$ cat config.mk
export PLATFORM = sky130hd
export DESIGN_NAME = utf8_to_utf16_stream_decoder
export DESIGN_NICKNAME = d
export VERILOG_FILES = /design/src/design/utd_pkg.sv /design/src/design/utd_in_reg.sv /design/src/design/utd_core.sv /design/src/design/utd_out_reg.sv /design/src/design/utf8_to_utf16_stream_decoder.sv
export SDC_FILE = /design/constraint.sdc
export NUM_CORES = 1
export LEC_CHECK = 0
export ABC_AREA = 1
export ABC_CLOCK_PERIOD_IN_PS = 1830
export BUFFER_PORTS_ARGS = -buffer_cell sky130_fd_sc_hd__buf_2
export CAP_MARGIN = 20
export CELL_PAD_IN_SITES_DETAIL_PLACEMENT = 0
export CELL_PAD_IN_SITES_GLOBAL_PLACEMENT = 2
export CORE_MARGIN = 2
export CORE_UTILIZATION = 33
export CTS_CLUSTER_DIAMETER = 40
export CTS_CLUSTER_SIZE = 14
export DETAILED_ROUTE_END_ITERATION = 7
export GPL_ROUTABILITY_DRIVEN = 0
export GPL_TIMING_DRIVEN = 0
export PLACE_DENSITY = 0.81
export SLEW_MARGIN = 20
export SYNTH_ARGS = -nofsm -noshare
export SYNTH_HDL_FRONTEND = slang
export SYNTH_SLANG_ARGS = --single-unit
$ cat constraint.sdc
create_clock -name clk -period 1.83 [get_ports clk]
set_clock_uncertainty 0.1 [all_clocks]
set_input_delay 0.183 -clock clk [delete_from_list [all_inputs] [get_ports clk]]
set_output_delay 0.183 -clock clk [all_outputs]
set_load 0.05 [all_outputs]
$ cat src/design/utd_pkg.sv
// utd_pkg: shared types and constants for the utf-8 to utf-16 decoder
// no dependencies; used by every module in design/
`default_nettype none

package utd_pkg;

  // one input request as held in the input register
  typedef struct packed {
    logic [7:0] in_byte;
    logic       text_last;
  } item_t;

  // one result request as held in the output register
  typedef struct packed {
    logic [15:0] code_unit;
    logic        unit_valid;
    logic        text_end;
  } result_t;

  // continuation bytes still owed by the open sequence
  localparam logic [1:0] PEND_NONE = 2'd0;
  localparam logic [1:0] PEND_ONE  = 2'd1;
  localparam logic [1:0] PEND_TWO  = 2'd2;

  // lead byte classes, compared under their masks
  localparam logic [7:0] ASCII_MASK = 8'h80;
  localparam logic [7:0] LEAD2_MASK = 8'hE0;
  localparam logic [7:0] LEAD2_CODE = 8'hC0;
  localparam logic [7:0] LEAD3_MASK = 8'hF0;
  localparam logic [7:0] LEAD3_CODE = 8'hE0;

  // payload bits of each byte kind
  localparam logic [7:0] LEAD2_BITS = 8'h1F;
  localparam logic [7:0] LEAD3_BITS = 8'h0F;
  localparam logic [7:0] CONT_BITS  = 8'h3F;

endpackage

`default_nettype wire

$ cat src/design/utd_in_reg.sv
// utd_in_reg: input register for one byte request
// depends on utd_pkg (item_t)
`default_nettype none

module utd_in_reg (
  input  wire logic         clk,
  input  wire logic         rst_n,
  input  wire logic         in_valid,
  output logic              in_ready,
  input  wire logic [7:0]   in_byte,
  input  wire logic         in_text_last,
  input  wire logic         take,
  output logic              item_valid,
  output utd_pkg::item_t    item
);

  logic           valid_r;
  logic           valid_nxt;
  utd_pkg::item_t item_r;

  assign in_ready   = !valid_r || take;
  assign item_valid = valid_r;
  assign item       = item_r;

  always_comb begin
    valid_nxt = valid_r;
    if (in_valid && in_ready) begin
      valid_nxt = 1'b1;
    end else if (take) begin
      valid_nxt = 1'b0;
    end
  end

  always_ff @(posedge clk) begin
    if (!rst_n) begin
      valid_r <= 1'b0;
    end else begin
      valid_r <= valid_nxt;
    end
  end

  always_ff @(posedge clk) begin
    if (in_valid && in_ready) begin
      item_r.in_byte   <= in_byte;
      item_r.text_last <= in_text_last;
    end
  end

endmodule

`default_nettype wire

$ cat src/design/utd_core.sv
// utd_core: sequence state and per-byte decode into a utf-16 code unit
// depends on utd_pkg (item_t, result_t, byte class constants)
`default_nettype none

module utd_core (
  input  wire logic            clk,
  input  wire logic            rst_n,
  input  wire logic            item_valid,
  input  wire utd_pkg::item_t  item,
  input  wire logic            out_free,
  output logic                 take,
  output logic                 res_valid,
  output utd_pkg::result_t     res
);

  logic [1:0]  pending_r;
  logic [1:0]  pending_nxt;
  logic [15:0] partial_r;
  logic [15:0] partial_nxt;
  logic        done;
  logic [15:0] unit;
  logic [7:0]  b;

  assign b    = item.in_byte;
  assign take = item_valid && out_free;

  always_comb begin
    pending_nxt = pending_r;
    partial_nxt = partial_r;
    done        = 1'b0;
    unit        = 16'h0000;
    case (pending_r)
      utd_pkg::PEND_NONE: begin
        if ((b & utd_pkg::ASCII_MASK) == 8'h00) begin
          unit = {8'h00, b};
          done = 1'b1;
        end else if ((b & utd_pkg::LEAD2_MASK) == utd_pkg::LEAD2_CODE) begin
          partial_nxt = {5'b0, b[4:0] & utd_pkg::LEAD2_BITS[4:0], 6'b0};
          pending_nxt = utd_pkg::PEND_ONE;
        end else if ((b & utd_pkg::LEAD3_MASK) == utd_pkg::LEAD3_CODE) begin
          partial_nxt = {b[3:0] & utd_pkg::LEAD3_BITS[3:0], 12'b0};
          pending_nxt = utd_pkg::PEND_TWO;
        end
        // stray continuations and four-byte leads fall through unused
      end
      utd_pkg::PEND_ONE: begin
        unit        = partial_r | {10'b0, b[5:0] & utd_pkg::CONT_BITS[5:0]};
        done        = 1'b1;
        pending_nxt = utd_pkg::PEND_NONE;
        partial_nxt = 16'h0000;
      end
      default: begin
        // middle byte of a three-byte sequence; a count of three never occurs
        partial_nxt = partial_r | {4'b0, b[5:0] & utd_pkg::CONT_BITS[5:0], 6'b0};
        pending_nxt = utd_pkg::PEND_ONE;
      end
    endcase
    if (item.text_last) begin
      pending_nxt = utd_pkg::PEND_NONE;
      partial_nxt = 16'h0000;
    end
  end

  assign res_valid      = take && (done || item.text_last);
  assign res.code_unit  = done ? unit : 16'h0000;
  assign res.unit_valid = done;
  assign res.text_end   = item.text_last;

  always_ff @(posedge clk) begin
    if (!rst_n) begin
      pending_r <= utd_pkg::PEND_NONE;
      partial_r <= 16'h0000;
    end else if (take) begin
      pending_r <= pending_nxt;
      partial_r <= partial_nxt;
    end
  end

endmodule

`default_nettype wire

$ cat src/design/utd_out_reg.sv
// utd_out_reg: result register holding one code unit request for the sink
// depends on utd_pkg (result_t)
`default_nettype none

module utd_out_reg (
  input  wire logic             clk,
  input  wire logic             rst_n,
  input  wire logic             load,
  input  wire utd_pkg::result_t res,
  output logic                  out_free,
  output logic                  out_valid,
  input  wire logic             out_ready,
  output logic [15:0]           out_code_unit,
  output logic                  out_unit_valid,
  output logic                  out_text_end
);

  logic             valid_r;
  logic             valid_nxt;
  utd_pkg::result_t res_r;

  // free when empty or when the held request leaves this cycle
  assign out_free       = !valid_r || out_ready;
  assign out_valid      = valid_r;
  assign out_code_unit  = res_r.code_unit;
  assign out_unit_valid = res_r.unit_valid;
  assign out_text_end   = res_r.text_end;

  always_comb begin
    valid_nxt = valid_r;
    if (load) begin
      valid_nxt = 1'b1;
    end else if (out_ready) begin
      valid_nxt = 1'b0;
    end
  end

  always_ff @(posedge clk) begin
    if (!rst_n) begin
      valid_r <= 1'b0;
    end else begin
      valid_r <= valid_nxt;
    end
  end

  always_ff @(posedge clk) begin
    if (load) begin
      res_r <= res;
    end
  end

endmodule

`default_nettype wire

$ cat src/design/utf8_to_utf16_stream_decoder.sv
// utf8_to_utf16_stream_decoder: top level, utf-8 bytes in, utf-16 code units out
// depends on utd_pkg, utd_in_reg, utd_core, utd_out_reg
//
//   channel | ports                                   | direction
//   --------+-----------------------------------------+----------
//   in      | in_valid in_ready in_byte in_text_last  | sink
//   out     | out_valid out_ready out_code_unit       | source
//           | out_unit_valid out_text_end             |
//
// one byte per clock sustained while the sink keeps up; a byte passes from in to out through
// the input register, the decode and the result register
// bytes that finish nothing and are not last give no result
// reset clears the sequence count, accumulator and both valid flags
// a stalled sink holds the result register; the input register then fills and in_ready drops
`default_nettype none

module utf8_to_utf16_stream_decoder (
  input  wire logic        clk,
  input  wire logic        rst_n,
  input  wire logic        in_valid,
  output logic             in_ready,
  input  wire logic [7:0]  in_byte,
  input  wire logic        in_text_last,
  output logic             out_valid,
  input  wire logic        out_ready,
  output logic [15:0]      out_code_unit,
  output logic             out_unit_valid,
  output logic             out_text_end
);

  logic             take;
  logic             item_valid;
  utd_pkg::item_t   item;
  logic             out_free;
  logic             res_valid;
  utd_pkg::result_t res;

  utd_in_reg u_in_reg (
    .clk          (clk),
    .rst_n        (rst_n),
    .in_valid     (in_valid),
    .in_ready     (in_ready),
    .in_byte      (in_byte),
    .in_text_last (in_text_last),
    .take         (take),
    .item_valid   (item_valid),
    .item         (item)
  );

  utd_core u_core (
    .clk        (clk),
    .rst_n      (rst_n),
    .item_valid (item_valid),
    .item       (item),
    .out_free   (out_free),
    .take       (take),
    .res_valid  (res_valid),
    .res        (res)
  );

  utd_out_reg u_out_reg (
    .clk            (clk),
    .rst_n          (rst_n),
    .load           (res_valid),
    .res            (res),
    .out_free       (out_free),
    .out_valid      (out_valid),
    .out_ready      (out_ready),
    .out_code_unit  (out_code_unit),
    .out_unit_valid (out_unit_valid),
    .out_text_end   (out_text_end)
  );

endmodule

`default_nettype wire
# Word-level counts from Yosys, hierarchy flattened
# Cells that the tools add are included.
[op_classes] div_mod_pow=0 addsub=0 eq_ne=5 mux=18 reduce_logical=13 n_bitwise=2 magnitude_cmp=0 shifts=0 multipliers=0
[op_table] operator="two-way mux 16 bit" count=4
[op_table] operator="one-hot mux 16 bit (2 select lines)" count=2
[op_table] operator="OR 16 x 12 -> 16 bit" count=1
[op_table] operator="OR 16 x 6 -> 16 bit" count=1
[op_table] operator="zero test 8 bit" count=1
[op_table] operator="two-way mux 2 bit" count=4
[op_table] operator="two-way mux 8 bit" count=1
[op_table] operator="two-way mux 1 bit" count=5
[op_table] operator="equality test 4 bit (second input constant)" count=1
[op_table] operator="!= test 4 x 2 -> 1 bit (second input constant)" count=1
[op_table] operator="one-hot mux 2 bit (2 select lines)" count=1
[op_table] operator="nonzero test 2 bit" count=2
[op_table] operator="equality test 3 bit (second input constant)" count=1
[op_table] operator="logical AND 1 bit" count=3
[op_table] operator="logical OR 1 bit" count=3
[op_table] operator="!= test 3 bit (second input constant)" count=1
[op_table] operator="AND reduction 3 bit" count=1
[op_table] operator="equality test 2 x 1 -> 1 bit (second input constant)" count=1
[op_table] operator="zero test 1 bit" count=2
[op_table] operator="zero test 2 bit" count=1
[op_table] operator="one-hot mux 1 bit (2 select lines)" count=1
[word_totals] romBits=0 ff_bits=47 mem_bits_rw=0 latchBits=0 memories=0

# Depth between registers and ports, before layout
# Gate-level depths: netlist of run 1.
[depth] word_depth=6 ltp_mapped=8 depth_no_buf=8

# By module
# Synthesis of run 1 repeated with hierarchy kept, for this count alone.
[hier_totals] hier_cells=160 area_unflattened_um2=1646.6
[by_module_without_submodules] module="utd_core" area_per_inst_um2=738.2 instances=1 seq_area_each_um2=240.2 cells_per_inst=120
[by_module_without_submodules] module="utd_out_reg" area_per_inst_um2=586.8 instances=1 seq_area_each_um2=560.5 cells_per_inst=24
[by_module_without_submodules] module="utd_in_reg" area_per_inst_um2=321.6 instances=1 seq_area_each_um2=290.3 cells_per_inst=16

# Least setup slack after synthesis of run 1
# No wires, ideal clock.
[synth_path] path_type="reg-to-reg" start="register u_out_reg.valid_r, in the netlist u_out_reg.out_valid" end="register u_in_reg.item_r (netlist bit u_in_reg.item[0]) (enable)" setup_time_ns=0.280 arrival_ns=1.652 n_path_buf=0 path_stages_with_launch=4 setup_slack_ns=-0.202 synth_period_minus_slack_ns=2.032 cell_sequence="dfxtp_1 nand3_1 nand2_1 inv_1"
[synth_via] elab_chain_len=5
[synth_rtl] element="from (decl)" line="utd_out_reg.sv:18" text="logic valid_r;"
[synth_rtl] element="from (signal assigned)" line="utd_out_reg.sv:42" text="valid_r <= valid_nxt;"
[synth_rtl] element="zero test 1 bit" line="utd_out_reg.sv:23" text="assign out_free = !valid_r || out_ready;"
[synth_rtl] element="logical OR 1 bit" line="utd_out_reg.sv:23"
[synth_rtl] element="logical AND 1 bit" line="utd_core.sv:25" text="assign take = item_valid && out_free;"
[synth_rtl] element="logical OR 1 bit" line="utd_in_reg.sv:21" text="assign in_ready = !valid_r || take;"
[synth_rtl] element="via in_ready" line="utf8_to_utf16_stream_decoder.sv:21" text="output logic in_ready,"
[synth_rtl] element="logical AND 1 bit" line="utd_in_reg.sv:43" text="if (in_valid && in_ready) begin"
[synth_rtl] element="to (decl)" line="utd_in_reg.sv:19" text="utd_pkg::item_t item_r;"
# The timed path passes the listed nets, and every way through them passes these cells.
# A chain may end at the register's enable or synchronous reset.

# Final worst setup path of run 1
[layout_path] start="register u_in_reg.item_r (netlist bit u_in_reg.item[8])" end="register u_out_reg.res_r (netlist bit u_out_reg.out_code_unit[15]) (enable)"
[layout_via] elab_chain_len=5
[layout_rtl] element="zero test 8 bit" line="utd_core.sv:34" text="if ((b & utd_pkg::ASCII_MASK) == 8'h00) begin"
[layout_rtl] element="two-way mux 1 bit" line="utd_core.sv:34"
[layout_rtl] element="one-hot mux 1 bit (2 select lines)" line="utd_core.sv:32" text="case (pending_r)"
[layout_rtl] element="via u_core.done" line="utd_core.sv:20" text="logic done;"
[layout_rtl] element="logical OR 1 bit" line="utd_core.sv:64" text="assign res_valid = take && (done || item.text_last);"
[layout_rtl] element="logical AND 1 bit" line="utd_core.sv:64"
[layout_rtl] element="via res_valid" line="utf8_to_utf16_stream_decoder.sv:35" text="logic res_valid;"
[layout_rtl] element="to (signal assigned)" line="utd_out_reg.sv:48" text="res_r <= res;"
[layout_rtl] element="to (decl)" line="utd_out_reg.sv:20" text="utd_pkg::result_t res_r;"
# The timed path passes the listed nets, and every way through them passes these cells.

==> flow_summary.toml, run 1 <==
[run_status]
status = "complete, no violations"

[worst_setup_path]
worstPathMaxFanout = 15
start_kind = "register"
r2r_slack_ns = 0.23
worstPathRequired_ns = 1.74
endpoint_kind = "register"
criticalPathCategory = "register to register"
arrival_ns = 1.51

[route]
firstDrtPassIters = 4
wire_per_inst_um = 11.8
viasPerCell = 4.31
drc_errors = 0
routed_wl_um = 3320
drtIter0Drc = 55
ant_nets = 0
via_count = 1210

[die]
die_x_um = 75.1
die_area_um2 = 5630
row_count = 25
die_y_um = 75.1
placeableCoreArea_um2 = 4790
start_util_pct = 34.8
io_pins = 33

[finish]
antenna_cells = 0
nNetsFinal = 226
area_growth_pct = 27.2
fin_cells = 281
fillCellCount = 465
layout_commonest_cell = "buf_2"
regArea_um2 = 1090
final_layout_size_suffix_gt1_share_pct = 27.6
multi_input_area_um2 = 459
final_cell_mix = "buf_2 (33), nand2_1 (28), edfxtp_1 (27)"

[clock_network]
numCtsBuffers = 5
cts.sink_count = 41
htree_levels = 2
clk_pin_slew_ns = 0.08
root_buffer = "clkbuf_8"
insertion_delay_ns = 0.29
cts_tree = "yes"
cts_buffer_depth = 2

[sta]
setup_viol = 0
worst_slew_pin_slew_ns = 0.513
slew_headroom_pct = 65.8
rsz0062_at_grt = "no"
fin_crit_sh_pct = 87.7
max_freq_mhz = 623
drv_slew = 0
hold_viol = 0
fin_crit_ns = 1.60

[synthesis]
synthAdderAreaFrac_pct = 0
synth_xor_area_share_pct = 0
synth.yosys.seq_area_share_pct = 65.5
postSynthCellCount = 163
synth_fp_nets = 176
synth.distinct_cells = 23
synth_mux_area_share_pct = 0
syn_avg_cell_area_um2 = 10.2
syn_area_um2 = 1670
synth_top_family_by_area = "simple AND/OR/NAND/NOR gates"
ys_ff_latch = 41
yosysWarnings = 0
synth-simple-area-share_pct = 18.8
synth_compound_area_share_pct = 8.48

[global_route]
grt_overflow = 0
grt_max_degree = 19
grt_usage_pct = 13.7
grt_pass1_vias = 1168
grt_first_pass_wirelength_um = 5550
antenna_found_initial = 0

[pwr]
ir_drop_uv = 564
p_leak_nw = 0.841
finalPower_w = 0.00184
intPower_w = 0.00136
power_frac_seq_pct = 56.9
swShare_pct = 26.0
switchingPower_w = 0.000478
power_frac_clock_pct = 31.0
power_density_nw_per_um2 = 867
power_frac_comb_pct = 12.2

[placement]
dp_cells = 262
dp_hpwl_um = 2380
port_buffers = 32

[worst_hold_path]
hp-class = "input port to register"

[job]
cap_violations = 0
## area by class of cell
| cell class | instances | area share [%] |
|---|---|---|
| clock inverters | 3 | 0.826 |
| well taps | 67 | 3.96 |
| flip-flops and latches | 41 | 51.5 |
| plain buffers | 3 | 0.945 |
| repair buffers | 43 | 13.1 |
| inverters | 27 | 4.78 |
| clock buffers | 5 | 3.25 |
| multi-input cells | 92 | 21.7 |
## power by group through the flow
stage | registers, W | clock network, W | logic (W)
floorplan | 0.00112 | 0 | 0.0000876
global placement | 0.00107 | 0 | 0.000200
detailed placement | 0.00107 | 0 | 0.000203
CTS | 0.00105 | 0.000583 | 0.000219
global route | 0.00105 | 0.000626 | 0.000244
finish | 0.00104 | 0.000569 | 0.000223
## what timing repair did
action,CTS,global route
hold endpoints to repair,9,0
endpoints found under the setup margin,18,18
resized for setup,1,0
pin swaps,0,0
hold buffers,9,0
setup buffers,0,2
## worst max-delay path, stage by stage, from the launching register on
cell and delay, ns:
edfxtp_1 0.44, a21oi_1 0.34, o21ai_0 0.18, inv_2 0.11, buf_12 0.15
## through the flow
step / instance area [µm²] / setup WS [ns] / hold WS [ns] / utilization (%) / setup TNS, ns
2_1_floorplan: 1670 / 0.00355 / 0.182 / - / 0
3_3_place_gp: 1920 / -0.163 / 0.260 / 40.0 / -2.92
3_5_place_dp: 1920 / -0.175 / 0.261 / 40.0 / -3.14
4_1_cts: 2090 / 0.0161 / 0.0431 / 43.7 / 0
5_1_grt: 2120 / 0.105 / 0.0538 / 44.3 / 0
6_report: 2120 / 0.225 / 0.0547 / 44.3 / 0
## routing by layer
metal | routed length (µm) | GRT usage (%)
met1 | 1490 | 16.9
met2 | 1610 | 22.3
met3 | 165 | 3.88
met4 | 59 | 5.95
met5 | 0 | 0
## synth_stat cells, drive strengths merged
| library cell | instances | share of area, % |
|---|---|---|
| inv | 27 | 6.1 |
| nand2 | 32 | 8.4 |
| nand4 | 1 | 0.38 |
| nand3 | 7 | 2.1 |
| buf | 2 | 0.98 |
| a21oi | 17 | 5.8 |
| dfxtp | 14 | 17 |
| clkbuf | 1 | 0.23 |
| nor3 | 1 | 0.30 |
| a31oi | 1 | 0.38 |
| a21boi | 1 | 1.1 |
| o21ai | 4 | 1.2 |
| nor2 | 27 | 7.1 |
| edfxtp | 27 | 49 |
| nand3b | 1 | 0.45 |
## final timing paths
check,depth (start not counted),from,end
setup / recovery,4,u_in_reg.item[8],u_out_reg.out_code_unit[15]
hold reg to reg,2,u_core.partial_r[10],u_core.partial_r[10]
hold / removal,3,rst_n,u_core.partial_r[6]
setup reg to reg,4,u_in_reg.item[8],u_out_reg.out_code_unit[15]
## registers in the layout (all words and copies together), names as in the netlist
| signal | flops |
|---|---|
| u_out_reg.out_code_unit | 16 |
| u_core.partial_r | 10 |
| u_in_reg.item | 9 |
| u_core.pending_r | 2 |
| u_in_reg.item_valid | 1 |
| u_out_reg.out_text_end | 1 |
| u_out_reg.out_unit_valid | 1 |
| u_out_reg.out_valid | 1 |
## kinds of logic (layout without fill, tap and decap cells)
kind of cell / count (synthesis) / after routing
AND/OR/NAND/NOR: 69 / 69
buffers and inverters: 30 / 81
flip-flops: 41 / 41
AO/OA/AOI/OAI: 23 / 23
No activity file was read; power rests on OpenSTA's default activity.
==> inputs of run 2 (changes only) <==
--- a/config.mk
+++ b/config.mk
@@ -6,19 +6,19 @@
 export NUM_CORES = 1
 export LEC_CHECK = 0
 export ABC_AREA = 1
-export ABC_CLOCK_PERIOD_IN_PS = 1830
+export ABC_CLOCK_PERIOD_IN_PS = 1800
 export BUFFER_PORTS_ARGS = -buffer_cell sky130_fd_sc_hd__buf_2
 export CAP_MARGIN = 20
-export CELL_PAD_IN_SITES_DETAIL_PLACEMENT = 0
-export CELL_PAD_IN_SITES_GLOBAL_PLACEMENT = 2
+export CELL_PAD_IN_SITES_DETAIL_PLACEMENT = 1
+export CELL_PAD_IN_SITES_GLOBAL_PLACEMENT = 1
 export CORE_MARGIN = 2
-export CORE_UTILIZATION = 33
+export CORE_UTILIZATION = 41
 export CTS_CLUSTER_DIAMETER = 40
 export CTS_CLUSTER_SIZE = 14
 export DETAILED_ROUTE_END_ITERATION = 7
 export GPL_ROUTABILITY_DRIVEN = 0
 export GPL_TIMING_DRIVEN = 0
-export PLACE_DENSITY = 0.81
+export PLACE_DENSITY = 0.82
 export SLEW_MARGIN = 20
 export SYNTH_ARGS = -nofsm -noshare
 export SYNTH_HDL_FRONTEND = slang
==> constraint.sdc (replaced) <==
create_clock -name clk -period 1.8 [get_ports clk]
set_clock_uncertainty 0.1 [all_clocks]
set_input_delay 0.18 -clock clk [delete_from_list [all_inputs] [get_ports clk]]
set_output_delay 0.18 -clock clk [all_outputs]
set_load 0.05 [all_outputs]
==> flow_summary.toml, run 2 (synthesis results as in run 1) <==
[run_status]
status = "complete, no violations"

[sta]
rsz0062_at_grt = "no"
slew_headroom_pct = 65.9
setup_viol = 0
drv_slew = 0
worst_hold_slack_ns = 0.0530
fin_crit_sh_pct = 92.1
finalSetupTns_ns = 0
hold_viol = 0
fin_crit_ns = 1.66
max_freq_mhz = 603
worst_slew_pin_slew_ns = 0.512

[worst_setup_path]
worstPathRequired_ns = 1.65
start_kind = "register"
criticalPathCategory = "register to register"
endpoint_kind = "register"
arrival_ns = 1.51
worstPathMaxFanout = 18

[finish]
antenna_cells = 0
area_growth_pct = 24.4
final_cell_mix = "buf_2 (33), nand2_1 (28), edfxtp_1 (27)"
final_core_util_pct = 52.6
layout_commonest_cell = "buf_2"
nNetsFinal = 224
fin_cells = 262
largest_reg_flops = 16
final_layout_size_suffix_gt1_share_pct = 26.9

[clock_network]
htree_levels = 2
cts.sink_count = 41
cts_tree = "yes"
numCtsBuffers = 5
clk_pin_slew_ns = 0.08
insertion_delay_ns = 0.29
postCtsSetupRepairBufs = 0
root_buffer = "clkbuf_8"
cts_buffer_depth = 2

[die]
io_pins = 33
placeableCoreArea_um2 = 3940
start_util_pct = 42.3
row_count = 23
die_area_um2 = 4590
die_y_um = 67.8
die_x_um = 67.8

[global_route]
grt_max_degree = 19
grt_pass1_vias = 1256
grt_first_pass_wirelength_um = 6020
grt_overflow = 0
grt_usage_pct = 18.4
antenna_found_initial = 0

[job]
cap_violations = 0

[placement]
dp_hpwl_um = 2380
port_buffers = 32
dp_cells = 245

[pwr]
ir_drop_uv = 653
power_density_nw_per_um2 = 902
p_leak_nw = 0.822

[route]
drc_errors = 0
firstDrtPassIters = 4
drtIter0Drc = 69
via_count = 1206
routed_wl_um = 3560
viasPerCell = 4.60
ant_nets = 0
wire_per_inst_um = 13.6

[worst_hold_path]
hp-class = "input port to register"
## run 2: routing by layer
metal	GRT usage (%)	vias up	wire, µm
met4	6.63	0	43
met3	5.17	5	144
met1	22.8	556	1570
met2	30.8	25	1810
met5	0	-	0
li1	-	620	-
## run 2: critical path, stage by stage, from the launching register on
cell and delay [ns]:
edfxtp_1 0.43, a21oi_1 0.27, o21ai_0 0.17, inv_2 0.34
## run 2: what timing repair did
item                       CTS  global route
hold endpoints to repair     9             0
hold buffers                 9             0
setup endpoints to repair   18             0
gates resized for setup      1             0
## run 2: through the flow
stage | setup WS [ns] | instance area [µm²] | power (W)
floorplan | 0.159 | 1670 | 0.00123
detailed placement | -0.108 | 1900 | 0.00129
CTS | 0.110 | 2070 | 0.00189
global placement | -0.0926 | 1900 | 0.00129
global route | 0.0208 | 2070 | 0.00195
finish | 0.141 | 2070 | 0.00187
## run 2: power by group
group	switching, W	internal (W)	total (W)
combinational	0.000156	0.0000650	0.000221
sequential	0.0000210	0.00104	0.00106
clock	0.000313	0.000273	0.000586
## run 2: path summary, 6_finish.rpt
check	cells past startpoint	to	slack, ns	from
min reg2reg	2	u_core.partial_r[12]	0.37	u_core.partial_r[12]
min	3	u_core.partial_r[6]	0.05	rst_n
max	3	u_out_reg.out_code_unit[9]	0.14	u_in_reg.item[8]
max reg2reg	3	u_out_reg.out_code_unit[9]	0.14	u_in_reg.item[8]
## run 2: layout make-up
type	instances	area [µm²]
fill	456	1870
sequential	41	1090
multi-input combinational	92	459
timing repair buffer	41	250
inverter	27	101
clock buffer	6	72.6
tap	50	62.6
buffer	3	20.0
clock inverter	2	15.0
